## config.mk

```make
export PLATFORM = sky130hd
export DESIGN_NAME = mission_upload_protocol_engine_flat
export DESIGN_NICKNAME = d
export VERILOG_FILES = /design/src/hw/rtl/mupe_pkg.sv /design/src/hw/rtl/mupe_if.sv /design/src/hw/rtl/mission_upload_protocol_engine.sv /design/src/hw/rtl/mupe_csr.sv /design/src/hw/rtl/mupe_in_reg.sv /design/src/hw/rtl/mupe_engine.sv /design/src/flat_wrapper.sv
export SDC_FILE = /design/constraint.sdc
export NUM_CORES = 1
export LEC_CHECK = 0
export BUFFER_PORTS_ARGS = -buffer_cell sky130_fd_sc_hd__buf_2
export CAP_MARGIN = 30
export CORE_ASPECT_RATIO = 0.8
export CORE_UTILIZATION = 55
export CTS_BUF_LIST = sky130_fd_sc_hd__clkbuf_4
export CTS_CLUSTER_DIAMETER = 120
export DETAILED_ROUTE_END_ITERATION = 16
export PLACE_DENSITY = 0.78
export SLEW_MARGIN = 20
export SYNTH_ARGS = -nofsm -noshare
export SYNTH_HDL_FRONTEND = slang
export SYNTH_SLANG_ARGS = --single-unit
```

## constraint.sdc

```tcl
create_clock -name clock -period 3.9 [get_ports clock]
set_input_delay 0.78 -clock clock [delete_from_list [all_inputs] [get_ports clock]]
set_output_delay 0.78 -clock clock [all_outputs]
set_load 0.005 [all_outputs]
```

## src/hw/rtl/mupe_pkg.sv

```systemverilog
package mupe_pkg;

   localparam int SEQ_BITS_DEFAULT = 16;
   localparam int SEQ_BITS_MIN     = 8;
   localparam int SEQ_BITS_MAX     = 16;

   localparam int KIND_W   = 3;
   localparam int VALUE_W  = 16;
   localparam int BYTE_W   = 8;
   localparam int RETRY_W  = 4;
   localparam int RESULT_W = 4;
   localparam int CMP_W    = VALUE_W + 1;
   localparam int CSR_IDX_W  = 3;
   localparam int CSR_DATA_W = 16;

   localparam logic [BYTE_W-1:0]  AUTOPILOT_COMP  = 8'd1;
   localparam logic [BYTE_W-1:0]  ACK_UNSUPPORTED = 8'd3;
   localparam logic [BYTE_W-1:0]  ACK_CANCELLED   = 8'd15;
   localparam logic [RETRY_W-1:0] RETRY_MAX       = 4'd15;

   typedef enum logic [KIND_W-1:0] {
      KIND_START       = 3'd0,
      KIND_REQUEST     = 3'd1,
      KIND_REQ_INT     = 3'd2,
      KIND_ACK         = 3'd3,
      KIND_TIMEOUT     = 3'd4,
      KIND_CANCEL      = 3'd5
   } kind_type;

   typedef enum logic [1:0] {
      PH_IDLE  = 2'd0,
      PH_COUNT = 2'd1,
      PH_ITEMS = 2'd2
   } phase_type;

   typedef enum logic [1:0] {
      SEND_NONE  = 2'd0,
      SEND_COUNT = 2'd1,
      SEND_ITEM  = 2'd2,
      SEND_ACK   = 2'd3
   } send_kind_type;

   typedef enum logic [RESULT_W-1:0] {
      RES_OK          = 4'd0,
      RES_TIMEOUT     = 4'd1,
      RES_PROTOCOL    = 4'd2,
      RES_FRAME       = 4'd3,
      RES_UNSUPPORTED = 4'd4,
      RES_NO_SPACE    = 4'd5,
      RES_PARAM       = 4'd6,
      RES_SEQUENCE    = 4'd7,
      RES_DENIED      = 4'd8,
      RES_CANCELLED   = 4'd9,
      RES_EMPTY       = 4'd10
   } result_type;

   typedef enum logic [CSR_IDX_W-1:0] {
      CSR_ITEM_COUNT          = 3'd0,
      CSR_PLAN_KIND           = 3'd1,
      CSR_PEER_SYSTEM         = 3'd2,
      CSR_LEGACY_REQUEST_MODE = 3'd3,
      CSR_RETRY_LIMIT         = 3'd4
   } csr_index_type;

   typedef struct packed {
      logic [VALUE_W-1:0] item_count;
      logic [BYTE_W-1:0]  peer_system;
      logic               legacy_request_mode;
      logic [RETRY_W-1:0] retry_limit;
   } cfg_type;

   typedef struct packed {
      logic [KIND_W-1:0]  kind;
      logic [VALUE_W-1:0] seq;
      logic [BYTE_W-1:0]  ack_code;
      logic [BYTE_W-1:0]  src_system;
      logic [BYTE_W-1:0]  src_component;
   } req_item_type;

   typedef struct packed {
      logic [1:0]          send_kind;
      logic [VALUE_W-1:0]  send_value;
      logic [BYTE_W-1:0]   send_ack_code;
      logic [BYTE_W-1:0]   dest_system;
      logic [BYTE_W-1:0]   dest_component;
      logic                finished;
      logic [RESULT_W-1:0] result_code;
   } rsp_item_type;

   // Raw ack code to dense result; unknown codes depend on whether all items went out
   function automatic logic [RESULT_W-1:0] map_ack(input logic [BYTE_W-1:0] code,
                                                   input logic all_sent);
      logic [RESULT_W-1:0] res;
      begin
         case (code)
            8'd1:    res = RES_PROTOCOL;
            8'd2:    res = RES_FRAME;
            8'd3:    res = RES_UNSUPPORTED;
            8'd4:    res = RES_NO_SPACE;
            8'd5, 8'd6, 8'd7, 8'd8, 8'd9, 8'd10, 8'd11, 8'd12:
                     res = RES_PARAM;
            8'd13:   res = RES_SEQUENCE;
            8'd14:   res = RES_DENIED;
            8'd15:   res = RES_CANCELLED;
            default: res = all_sent ? RES_OK : RES_PROTOCOL;
         endcase
         return res;
      end
   endfunction

   function automatic logic [RETRY_W-1:0] bump_retry(input logic [RETRY_W-1:0] r);
      return (r == RETRY_MAX) ? r : r + RETRY_W'(1);
   endfunction

endpackage

```

## src/hw/rtl/mupe_if.sv

```systemverilog
interface mupe_req_if;
   logic        valid;
   logic        ready;
   logic [2:0]  kind;
   logic [15:0] seq;
   logic [7:0]  ack_code;
   logic [7:0]  src_system;
   logic [7:0]  src_component;

   modport source (output valid, kind, seq, ack_code, src_system, src_component,
                   input ready);
   modport sink   (input valid, kind, seq, ack_code, src_system, src_component,
                   output ready);
endinterface

interface mupe_rsp_if;
   logic        valid;
   logic        ready;
   logic [1:0]  send_kind;
   logic [15:0] send_value;
   logic [7:0]  send_ack_code;
   logic [7:0]  dest_system;
   logic [7:0]  dest_component;
   logic        finished;
   logic [3:0]  result_code;

   modport source (output valid, send_kind, send_value, send_ack_code, dest_system,
                   dest_component, finished, result_code,
                   input ready);
   modport sink   (input valid, send_kind, send_value, send_ack_code, dest_system,
                   dest_component, finished, result_code,
                   output ready);
endinterface

interface mupe_csr_if;
   logic        valid;
   logic        ready;
   logic [2:0]  index;
   logic [15:0] data;

   modport source (output valid, index, data, input ready);
   modport sink   (input valid, index, data, output ready);
endinterface

```

## src/hw/rtl/mission_upload_protocol_engine.sv

```systemverilog
// Mission upload engine, sender side of the mission upload exchange. Every
// request on req_ch (start, plain request, int request, ack, timeout tick, cancel)
// yields exactly one response on rsp_ch, in order: send_kind tells what to
// transmit (nothing, the count, one item by sequence number, or an ack) and
// finished/result_code report the end of a transfer. Throughput is one request
// per clock while rsp_ch accepts responses; a request goes through the input
// register, then the decode/update logic that writes the response register.
// The phase, next sequence number and retry counter update in that same
// single pass, so back-to-back requests see each other's effect. Registers on csr_ch
// (item count, plan kind, peer system id, legacy request mode, retry limit)
// are always ready and must be written only while no request is in flight.
module mission_upload_protocol_engine #(
   parameter int SEQ_BITS = mupe_pkg::SEQ_BITS_DEFAULT
) (
   input  logic clock,
   input  logic reset,
   mupe_req_if.sink   req_ch,
   mupe_rsp_if.source rsp_ch,
   mupe_csr_if.sink   csr_ch
);
   import mupe_pkg::*;

   cfg_type      cfg;
   req_item_type req_item;
   req_item_type item;
   rsp_item_type rsp;
   logic         item_valid;
   logic         advance;
   logic         rsp_valid;

   // Configuration writes never stall
   assign csr_ch.ready = 1'b1;

   mupe_csr u_csr (
      .clock    (clock),
      .reset    (reset),
      .wr_valid (csr_ch.valid),
      .wr_index (csr_ch.index),
      .wr_data  (csr_ch.data),
      .cfg      (cfg)
   );

   // Pack the request fields for the input register
   assign req_item.kind          = req_ch.kind;
   assign req_item.seq           = req_ch.seq;
   assign req_item.ack_code      = req_ch.ack_code;
   assign req_item.src_system    = req_ch.src_system;
   assign req_item.src_component = req_ch.src_component;

   mupe_in_reg u_in_reg (
      .clock      (clock),
      .reset      (reset),
      .req_valid  (req_ch.valid),
      .req_ready  (req_ch.ready),
      .req_item   (req_item),
      .advance    (advance),
      .item_valid (item_valid),
      .item       (item)
   );

   // Decode the held request, update the transfer state, register the response
   mupe_engine #(
      .SEQ_BITS (SEQ_BITS)
   ) u_engine (
      .clock      (clock),
      .reset      (reset),
      .cfg        (cfg),
      .item_valid (item_valid),
      .item       (item),
      .advance    (advance),
      .rsp_valid  (rsp_valid),
      .rsp_ready  (rsp_ch.ready),
      .rsp        (rsp)
   );

   assign rsp_ch.valid          = rsp_valid;
   assign rsp_ch.send_kind      = rsp.send_kind;
   assign rsp_ch.send_value     = rsp.send_value;
   assign rsp_ch.send_ack_code  = rsp.send_ack_code;
   assign rsp_ch.dest_system    = rsp.dest_system;
   assign rsp_ch.dest_component = rsp.dest_component;
   assign rsp_ch.finished       = rsp.finished;
   assign rsp_ch.result_code    = rsp.result_code;
endmodule

```

## src/hw/rtl/mupe_csr.sv

```systemverilog
module mupe_csr (
   input  logic                           clock,
   input  logic                           reset,
   input  logic                           wr_valid,
   input  logic [mupe_pkg::CSR_IDX_W-1:0] wr_index,
   input  logic [mupe_pkg::CSR_DATA_W-1:0] wr_data,
   output mupe_pkg::cfg_type              cfg
);
   import mupe_pkg::*;

   cfg_type cfg_ff;

   // the plan kind reaches no result field, so its writes are taken and dropped
   always_ff @(posedge clock) begin
      if (reset) begin
         cfg_ff.item_count          <= '0;
         cfg_ff.peer_system         <= 8'd1;
         cfg_ff.legacy_request_mode <= 1'b0;
         cfg_ff.retry_limit         <= 4'd4;
      end else if (wr_valid) begin
         case (wr_index)
            CSR_ITEM_COUNT:          cfg_ff.item_count <= wr_data[VALUE_W-1:0];
            CSR_PLAN_KIND:           ;
            CSR_PEER_SYSTEM:         cfg_ff.peer_system <= wr_data[BYTE_W-1:0];
            CSR_LEGACY_REQUEST_MODE: cfg_ff.legacy_request_mode <= wr_data[0];
            CSR_RETRY_LIMIT:         cfg_ff.retry_limit <= wr_data[RETRY_W-1:0];
            default:                 ;
         endcase
      end
   end

   assign cfg = cfg_ff;
endmodule

```

## src/hw/rtl/mupe_in_reg.sv

```systemverilog
module mupe_in_reg (
   input  logic                   clock,
   input  logic                   reset,
   input  logic                   req_valid,
   output logic                   req_ready,
   input  mupe_pkg::req_item_type req_item,
   input  logic                   advance,
   output logic                   item_valid,
   output mupe_pkg::req_item_type item
);
   import mupe_pkg::*;

   logic         valid_ff;
   req_item_type item_ff;
   logic         take;

   // The slot frees up in the same cycle the engine consumes it
   assign req_ready = !valid_ff || advance;
   assign take      = req_valid && req_ready;

   always_ff @(posedge clock) begin
      if (reset) begin
         valid_ff <= 1'b0;
      end else if (take) begin
         valid_ff <= 1'b1;
      end else if (advance) begin
         valid_ff <= 1'b0;
      end
   end

   always_ff @(posedge clock) begin
      if (take) begin
         item_ff <= req_item;
      end
   end

   assign item_valid = valid_ff;
   assign item       = item_ff;
endmodule

```

## src/hw/rtl/mupe_engine.sv

```systemverilog
module mupe_engine #(
   parameter int SEQ_BITS = mupe_pkg::SEQ_BITS_DEFAULT
) (
   input  logic                   clock,
   input  logic                   reset,
   input  mupe_pkg::cfg_type      cfg,
   input  logic                   item_valid,
   input  mupe_pkg::req_item_type item,
   output logic                   advance,
   output logic                   rsp_valid,
   input  logic                   rsp_ready,
   output mupe_pkg::rsp_item_type rsp
);
   import mupe_pkg::*;

   localparam int NS_W = SEQ_BITS + 1;

   phase_type           phase_ff, phase_in;
   logic [NS_W-1:0]     next_seq_ff, next_seq_in;
   logic [RETRY_W-1:0]  retry_ff, retry_in;
   rsp_item_type        rsp_ff, rsp_in;
   logic                rsp_valid_ff;

   logic [SEQ_BITS-1:0] seq_m;
   logic [NS_W-1:0]     seq_x;
   logic                busy;
   logic                do_req;
   logic                all_sent;
   logic                retry_out;
   logic [RETRY_W-1:0]  retry_base;

   assign advance   = item_valid && (!rsp_valid_ff || rsp_ready);
   assign seq_m     = item.seq[SEQ_BITS-1:0];
   assign seq_x     = {1'b0, seq_m};
   assign busy      = (phase_ff == PH_COUNT) || (phase_ff == PH_ITEMS);
   assign all_sent  = CMP_W'(next_seq_ff) == CMP_W'(cfg.item_count);
   assign retry_out = retry_ff >= cfg.retry_limit;
   assign do_req    = (item.kind == KIND_REQ_INT)
                   || ((item.kind == KIND_REQUEST) && cfg.legacy_request_mode);
   assign retry_base = (next_seq_ff == seq_x) ? '0 : retry_ff;

   always_ff @(posedge clock) begin
      if (reset) begin
         phase_ff    <= PH_IDLE;
         next_seq_ff <= '0;
         retry_ff    <= '0;
      end else if (advance) begin
         phase_ff    <= phase_in;
         next_seq_ff <= next_seq_in;
         retry_ff    <= retry_in;
      end
   end

   always_comb begin
      phase_in    = phase_ff;
      next_seq_in = next_seq_ff;
      retry_in    = retry_ff;
      rsp_in      = '0;

      if (item.kind == KIND_START) begin
         if (!busy) begin
            if (cfg.item_count == '0) begin
               rsp_in.finished    = 1'b1;
               rsp_in.result_code = RES_EMPTY;
               phase_in           = PH_IDLE;
            end else begin
               phase_in              = PH_COUNT;
               next_seq_in           = '0;
               retry_in              = bump_retry('0);
               rsp_in.send_kind      = SEND_COUNT;
               rsp_in.send_value     = cfg.item_count;
               rsp_in.dest_system    = cfg.peer_system;
               rsp_in.dest_component = AUTOPILOT_COMP;
            end
         end
      end else if (busy) begin
         if (do_req) begin
            phase_in = PH_ITEMS;
            // ahead of the expected number: drop, only the phase moves
            if (next_seq_ff >= seq_x) begin
               if ((next_seq_ff != seq_x) && retry_out) begin
                  rsp_in.finished    = 1'b1;
                  rsp_in.result_code = RES_TIMEOUT;
                  phase_in           = PH_IDLE;
               end else begin
                  retry_in    = retry_base;
                  next_seq_in = seq_x;
                  if (VALUE_W'(seq_m) < cfg.item_count) begin
                     rsp_in.send_kind      = SEND_ITEM;
                     rsp_in.send_value     = VALUE_W'(seq_m);
                     rsp_in.dest_system    = cfg.peer_system;
                     rsp_in.dest_component = AUTOPILOT_COMP;
                     next_seq_in           = seq_x + NS_W'(1);
                     retry_in              = bump_retry(retry_base);
                  end
               end
            end
         end else begin
            case (item.kind)
               KIND_REQUEST: begin
                  rsp_in.send_kind      = SEND_ACK;
                  rsp_in.send_ack_code  = ACK_UNSUPPORTED;
                  rsp_in.dest_system    = item.src_system;
                  rsp_in.dest_component = item.src_component;
               end
               KIND_ACK: begin
                  rsp_in.finished    = 1'b1;
                  rsp_in.result_code = map_ack(item.ack_code, all_sent);
                  phase_in           = PH_IDLE;
               end
               KIND_TIMEOUT: begin
                  if (retry_out) begin
                     rsp_in.finished    = 1'b1;
                     rsp_in.result_code = RES_TIMEOUT;
                     phase_in           = PH_IDLE;
                  end else if (phase_ff == PH_COUNT) begin
                     rsp_in.send_kind      = SEND_COUNT;
                     rsp_in.send_value     = cfg.item_count;
                     rsp_in.dest_system    = cfg.peer_system;
                     rsp_in.dest_component = AUTOPILOT_COMP;
                     retry_in              = bump_retry(retry_ff);
                  end else begin
                     retry_in = bump_retry(retry_ff);
                  end
               end
               KIND_CANCEL: begin
                  rsp_in.send_kind      = SEND_ACK;
                  rsp_in.send_ack_code  = ACK_CANCELLED;
                  rsp_in.dest_system    = cfg.peer_system;
                  rsp_in.dest_component = AUTOPILOT_COMP;
                  rsp_in.finished       = 1'b1;
                  rsp_in.result_code    = RES_CANCELLED;
                  phase_in              = PH_IDLE;
               end
               default: ;
            endcase
         end
      end
   end

   always_ff @(posedge clock) begin
      if (reset) begin
         rsp_valid_ff <= 1'b0;
      end else if (advance) begin
         rsp_valid_ff <= 1'b1;
      end else if (rsp_ready) begin
         rsp_valid_ff <= 1'b0;
      end
   end

   always_ff @(posedge clock) begin
      if (advance) begin
         rsp_ff <= rsp_in;
      end
   end

   assign rsp_valid = rsp_valid_ff;
   assign rsp       = rsp_ff;
endmodule

```

## src/flat_wrapper.sv

```systemverilog
// flat-port wrapper written by rule: the top's interface ports become plain ports
module mission_upload_protocol_engine_flat import mupe_pkg::*;
#(
   parameter int SEQ_BITS = mupe_pkg::SEQ_BITS_DEFAULT
)
  (clock, reset, req_ch_valid, req_ch_kind, req_ch_seq, req_ch_ack_code, req_ch_src_system, req_ch_src_component, req_ch_ready, rsp_ch_valid, rsp_ch_send_kind, rsp_ch_send_value, rsp_ch_send_ack_code, rsp_ch_dest_system, rsp_ch_dest_component, rsp_ch_finished, rsp_ch_result_code, rsp_ch_ready, csr_ch_valid, csr_ch_index, csr_ch_data, csr_ch_ready);
  mupe_req_if req_ch_i ();
  mupe_rsp_if rsp_ch_i ();
  mupe_csr_if csr_ch_i ();
  input  logic clock;
  input  logic reset;
  input wire logic [$bits(req_ch_i.valid)-1:0] req_ch_valid;
  input wire logic [$bits(req_ch_i.kind)-1:0] req_ch_kind;
  input wire logic [$bits(req_ch_i.seq)-1:0] req_ch_seq;
  input wire logic [$bits(req_ch_i.ack_code)-1:0] req_ch_ack_code;
  input wire logic [$bits(req_ch_i.src_system)-1:0] req_ch_src_system;
  input wire logic [$bits(req_ch_i.src_component)-1:0] req_ch_src_component;
  output wire logic [$bits(req_ch_i.ready)-1:0] req_ch_ready;
  output wire logic [$bits(rsp_ch_i.valid)-1:0] rsp_ch_valid;
  output wire logic [$bits(rsp_ch_i.send_kind)-1:0] rsp_ch_send_kind;
  output wire logic [$bits(rsp_ch_i.send_value)-1:0] rsp_ch_send_value;
  output wire logic [$bits(rsp_ch_i.send_ack_code)-1:0] rsp_ch_send_ack_code;
  output wire logic [$bits(rsp_ch_i.dest_system)-1:0] rsp_ch_dest_system;
  output wire logic [$bits(rsp_ch_i.dest_component)-1:0] rsp_ch_dest_component;
  output wire logic [$bits(rsp_ch_i.finished)-1:0] rsp_ch_finished;
  output wire logic [$bits(rsp_ch_i.result_code)-1:0] rsp_ch_result_code;
  input wire logic [$bits(rsp_ch_i.ready)-1:0] rsp_ch_ready;
  input wire logic [$bits(csr_ch_i.valid)-1:0] csr_ch_valid;
  input wire logic [$bits(csr_ch_i.index)-1:0] csr_ch_index;
  input wire logic [$bits(csr_ch_i.data)-1:0] csr_ch_data;
  output wire logic [$bits(csr_ch_i.ready)-1:0] csr_ch_ready;
  assign req_ch_i.valid = req_ch_valid;
  assign req_ch_i.kind = req_ch_kind;
  assign req_ch_i.seq = req_ch_seq;
  assign req_ch_i.ack_code = req_ch_ack_code;
  assign req_ch_i.src_system = req_ch_src_system;
  assign req_ch_i.src_component = req_ch_src_component;
  assign req_ch_ready = req_ch_i.ready;
  assign rsp_ch_valid = rsp_ch_i.valid;
  assign rsp_ch_send_kind = rsp_ch_i.send_kind;
  assign rsp_ch_send_value = rsp_ch_i.send_value;
  assign rsp_ch_send_ack_code = rsp_ch_i.send_ack_code;
  assign rsp_ch_dest_system = rsp_ch_i.dest_system;
  assign rsp_ch_dest_component = rsp_ch_i.dest_component;
  assign rsp_ch_finished = rsp_ch_i.finished;
  assign rsp_ch_result_code = rsp_ch_i.result_code;
  assign rsp_ch_i.ready = rsp_ch_ready;
  assign csr_ch_i.valid = csr_ch_valid;
  assign csr_ch_i.index = csr_ch_index;
  assign csr_ch_i.data = csr_ch_data;
  assign csr_ch_ready = csr_ch_i.ready;
  mission_upload_protocol_engine #(.SEQ_BITS(SEQ_BITS)) u_core (.clock(clock), .reset(reset), .req_ch(req_ch_i), .rsp_ch(rsp_ch_i), .csr_ch(csr_ch_i));
endmodule
```

**After elaboration in Yosys (flattened, before gate mapping)**

Index checks and enable logic that the tools add are counted.

- Output and inout bits: 50
- Logic and storage cells: 161
- Input port bits: 67
- Bits in registers: 144

- Add/sub/neg operators: 3
- Equal/unequal tests: 38
- Bitwise operators: 1
- Reductions and logical operators: 31
- Order comparisons: 3
- Mux-type cells: 64

Operators with widths:

| operator | number |
|---|---|
| 2-to-1 mux 17 bit | 12 |
| 2-to-1 mux 16 bit | 6 |
| 2-to-1 mux 18 bit | 5 |
| 2-to-1 mux 21 bit | 4 |
| equality test 8 x 4 -> 1 bit (second input constant) | 8 |
| 2-to-1 mux 4 bit | 13 |
| case mux 16 bit (3 select lines) | 1 |
| 2-to-1 mux 47 bit | 1 |
| equality test 17 x 16 -> 1 bit | 2 |
| equality test 8 x 3 -> 1 bit (second input constant) | 4 |
| case mux 4 bit (8 select lines) | 1 |
| adder 16 x 1 -> 17 bit (second input constant) | 1 |
| greater-or-equal comparator 17 x 16 -> 1 bit | 1 |
| inequality test 17 x 16 -> 1 bit | 1 |
| equality test 8 x 2 -> 1 bit (second input constant) | 2 |
| logical NOT 16 bit | 1 |
| less-than comparator 16 bit | 1 |
| 2-to-1 mux 2 bit | 8 |
| 2-to-1 mux 5 bit | 3 |
| case mux 5 bit (3 select lines) | 1 |
| equality test 3 x 2 -> 1 bit (second input constant) | 4 |
| nonzero test 2 bit | 5 |
| equality test 3 bit (second input constant) | 3 |
| AND reduction 9 bit | 1 |
| other kinds (29) | 51 |

**Logic depth before layout (Yosys ltp)**

- Depth in word-level cells: 10
- Depth in mapped cells: 13
- Mapped depth without buffers: 12

**Modules after synthesis**

From an unflattened synthesis, not the netlist that was laid out.

- Cell total of the unflattened synthesis: 643
- Area total of the unflattened synthesis: 7,262.0 um^2

By module, submodules not included:

| module | times used | area each (um^2) | seq. area each (um^2) | cells an instance |
|---|---|---|---|---|
| mupe_engine | 1 | 4,621.9 | 1,711.6 | 474 |
| mupe_in_reg | 1 | 1,346.3 | 1,311.3 | 48 |
| mupe_csr | 1 | 1,282.5 | 580.6 | 119 |
| mission_upload_protocol_engine | 1 | 11.3 | 0.0 | 2 |

**Worst setup path after synthesis**

Ideal clock, no wire load.

- Path kind: flip-flop to flip-flop
- Start: register u_core.u_in_reg.item_ff, in the netlist u_core.u_in_reg.item[26]
- End: register u_core.u_engine.rsp_ff, in the netlist u_core.u_engine.rsp[13] (data pin)
- Setup time: 0.256 ns
- Required time: 3.644 ns
- Stages on the path, launching flop included: 12
- Path buffers: 2
- Period minus slack after synthesis: 2.764 ns
- Arrival time: 2.507 ns
- Path slack: 1.136 ns
- Cell sequence: edfxtp_1 > clkbuf_1 > inv_1 > ha_1 > nand3_1 > a21boi_0 > o311ai_2 > a21o_1 > a2111oi_4 > or3_1 > buf_4 > a22o_1

RTL lines:

| item | RTL line | RTL |
|---|---|---|
| from (decl) | mupe_in_reg.sv:14 | `req_item_type item_ff;` |
| from (signal assigned) | mupe_in_reg.sv:33 | `item_ff <= req_item;` |
| to (signal assigned) | mupe_engine.sv:153 | `rsp_ff <= rsp_in;` |
| to (decl) | mupe_engine.sv:21 | `rsp_item_type rsp_ff, rsp_in;` |

==> flow_summary.ini <==
[status]
status = completed

[routing]
detail_route.wirelength_um = 17640
drtIter0Drc = 424
ant_nets = 0
dr.pass1.iters = 5
num_vias = 5714
drc = 0
wire_per_inst_um = 18.11
vias_per_cell = 5.867

[placement]
placed_cell_area_um2 = 7717
dp.cells = 941
gp_congestion = 0.9278
dp_hpwl_um = 12680
portBuffers = 111

[synth]
syn_area_per_cell_um2 = 10.35
muxShareOfSynthArea_pct = 2.017
synth-seq-area-share_pct = 51.42
synth_fa_ha_area_share_pct = 7.677
yosysWarnings = 0
synth_area_um2 = 7008
yosys.area_share.simple_pct = 15.62
synthXorXnorAreaFrac_pct = 2.874
dominantRegCellSynth = edfxtp_1
ys_types = 64
netlist_instances = 677
ys_ff_latch = 138
async_flop_share_pct = 0
synth-compound-area-share_pct = 15.19
synth-edff-count = 84
synth_top_family_by_area = simple AND/OR/NAND/NOR gates

[sta]
setup_viol = 0
slew_viol_final = 0
relSlewSlack_pct = 35.11
worst_hold_slack_ns = 0.3603
hold_violations = 0
skew_ns = 0.03068
fmax_mhz = 328.8
rsz0062_at_grt = no
tightest_slew_ns = 0.9734
fin_crit_sh_pct = 77.99
period_minus_slack_ns = 3.042
tns_ns = 0

[cts]
h-tree-depth = 4
cts_made_buffers = 17
clk_pin_slew_ns = 0.14
clock-sinks = 138
clock_path_buffers = 2
cts_resized = 0
clk_latency_ns = 0.58
post_cts_buffers = 0
root_buffer = clkbuf_4
tritoncts = built
holdBufCountCts = 0

[power_and_ir_drop]
power_density_nw_per_um2 = 365.4
power_frac_comb_pct = 8.9
irDropWorstVdd_v = 0.0003547
p_sw_w = 0.0007776
swShare_pct = 26.41
power.leakage_nw = 3.138
power_frac_seq_pct = 55.7
p_clk_share_pct = 35.4
internal-power_w = 0.002167

[cells_and_area]
final_nets = 900
synthToLayoutAreaGrowth_pct = 14.98
fillCellCount = 990
fin_area_um2 = 8058
drive_above_1_share_pct = 21.30
regArea_um2 = 3603
multi_input_area_um2 = 3067
n_antenna_cell = 0
stdcell_count = 974

[floorplan]
dieArea_um2 = 13200
num_rows = 36
core_um2 = 12300
start_util_pct = 56.99
die_h_um = 103.0
boundaryPins = 117
die_w_um = 128.2

[grt]
grt_max_degree = 48
grt_antenna_before_repair = 0
grt_pass1_vias = 5356
grt_usage_pct = 28.40
grt_pass1_wl_um = 27860
grt.overflow.total = 0

[worst_setup_path]
crit_start = u_core.u_in_reg.item[27]
cp_num_buf_inv = 1
setup.worst_path.start_class = register
cp.required_ns = 4.23
path_cells = inv_1 -> ha_1 -> a21oi_1 -> a21boi_0 -> o311ai_2 -> a21o_1 -> a2111oi_4 -> or3_1 -> a22o_1
critPathSlowestCell = edfxtp_1
worst_ep_arrival_time_ns = 3.37
cp_max_fo = 9
endpoint = u_core.u_engine.rsp[18]
rr_endpoint = u_core.u_engine.rsp[18]
critical_path_class = register to register
worst-path-stages = 9
reg2regPathDepth = 9
cp-end-kind = register
r2r_start = u_core.u_in_reg.item[27]
slowest_delay_ns = 0.57
cpLargestDelayFamily = compound AO/OA/AOI/OAI gates
r2r_slack_ns = 0.86

[flow_run]
max-cap-violations = 0

[worst_hold_path]
hold_path.class = primary input to register
==> stage by stage <==
stage | setup slack, ns | power (W) | util (%)
floorplan | 1.136 | 0.001815 | -
global placement | 1.067 | 0.001916 | 62.76
detailed placement | 0.9218 | 0.001927 | 62.76
CTS | 0.9126 | 0.002950 | 65.36
global route | 0.7404 | 0.003053 | 65.53
finish | 0.8583 | 0.002944 | 65.53
==> flip-flops by register name, summed over array words and instances (netlist names) <==
signal / count
u_core.u_engine.phase_ff: 2
u_core.u_engine.rsp_valid: 1
u_core.u_in_reg.item: 43
u_core.u_engine.retry_ff: 4
u_core.u_engine.next_seq_ff: 17
u_core.u_engine.rsp: 41
u_core.u_csr.cfg: 29
u_core.u_in_reg.item_valid: 1
==> final cells by class <==
cell class              count  area share [%]
multi-input cells         459           38.06
clock buffers              18           1.677
clock inverters            14           2.298
well taps                 171           2.655
flip-flops and latches    138           44.72
inverters                  50           2.329
repair buffers            124           8.261
==> synth_stat cells (all sizes together), types with 5 or more instances <==
cell / count / area [µm²]
a211oi: 7 / 52.55
a21oi: 49 / 252.8
a22o: 23 / 201.4
and2: 10 / 62.56
and3: 6 / 37.54
buf: 18 / 112.6
clkbuf: 15 / 56.30
dfxtp: 54 / 1081
edfxtp: 84 / 2522
ha: 43 / 538.0
inv: 50 / 187.7
mux2i: 13 / 130.1
nand2: 79 / 296.5
nand3: 19 / 95.09
nand4: 14 / 87.58
nor2: 42 / 165.2
nor3: 19 / 95.09
nor4: 13 / 81.33
o21a: 6 / 45.04
o21ai: 26 / 133.9
o31a: 5 / 43.79
xnor2: 22 / 192.7
==> layout by cell type (no fill, tap or decap), drive strengths merged, types with 4 or more instances in the layout <==
cell type and count:
mux2i 13, nor2 42, inv 56, o21ai 26
and3 6, o211ai 4, xnor2 22, nand2 79
a21oi 49, nand2b 4, nand4 14, conb 5
clkbuf 18, edfxtp 84, dfxtp 54, ha 43
nand3 19, a211oi 7, nor4 13, buf 124
nor3 19, and2 10, o31a 5, o21a 6
a22o 23
==> worst min path at each step <==
stage                                        from                       end  cells past startpoint
after floorplan               u_core.u_csr.cfg[5]       u_core.u_csr.cfg[5]                      2
after global placement        u_core.u_csr.cfg[5]       u_core.u_csr.cfg[5]                      2
after detailed placement      u_core.u_csr.cfg[5]       u_core.u_csr.cfg[5]                      2
after CTS                 req_ch_src_component[2]   u_core.u_in_reg.item[2]                      1
after global routing      req_ch_src_component[2]   u_core.u_in_reg.item[2]                      1
final                               req_ch_seq[8]  u_core.u_in_reg.item[32]                      1
==> worst register-to-register path, stage by stage (launching register included) <==
cell,delay [ns]
edfxtp_1,0.57
inv_1,0.08
ha_1,0.32
a21oi_1,0.12
a21boi_0,0.12
o311ai_2,0.42
a21o_1,0.26
a2111oi_4,0.10
or3_1,0.54
a22o_1,0.26
==> power by group through the flow <==
stage	combinational (W)	clock [W]	sequential, W
after floorplan	0.000154	0	0.00166
after global placement	0.000247	0	0.00167
after detailed placement	0.000254	0	0.00167
after CTS	0.000256	0.00105	0.00164
after global routing	0.000289	0.00112	0.00165
final	0.000261	0.00104	0.00164
==> routing by layer <==
layer | vias to the layer above | wire, µm | GRT usage, %
li1 | 2687 | - | -
met1 | 2741 | 7995 | 38.80
met2 | 258 | 7886 | 43.37
met3 | 28 | 1501 | 8.044
met4 | 0 | 256 | 10.23
met5 | - | 0 | 0
==> cells by family after synthesis <==
family,Yosys count
and+or+nand+nor,224
AOI/OAI and AO/OA,150
DFF,138
buffers and inverters,83
adders and majority gates,43
xor gates and xnor gates,23
muxes,14
other,2
(Power assumes the default switching activity.)
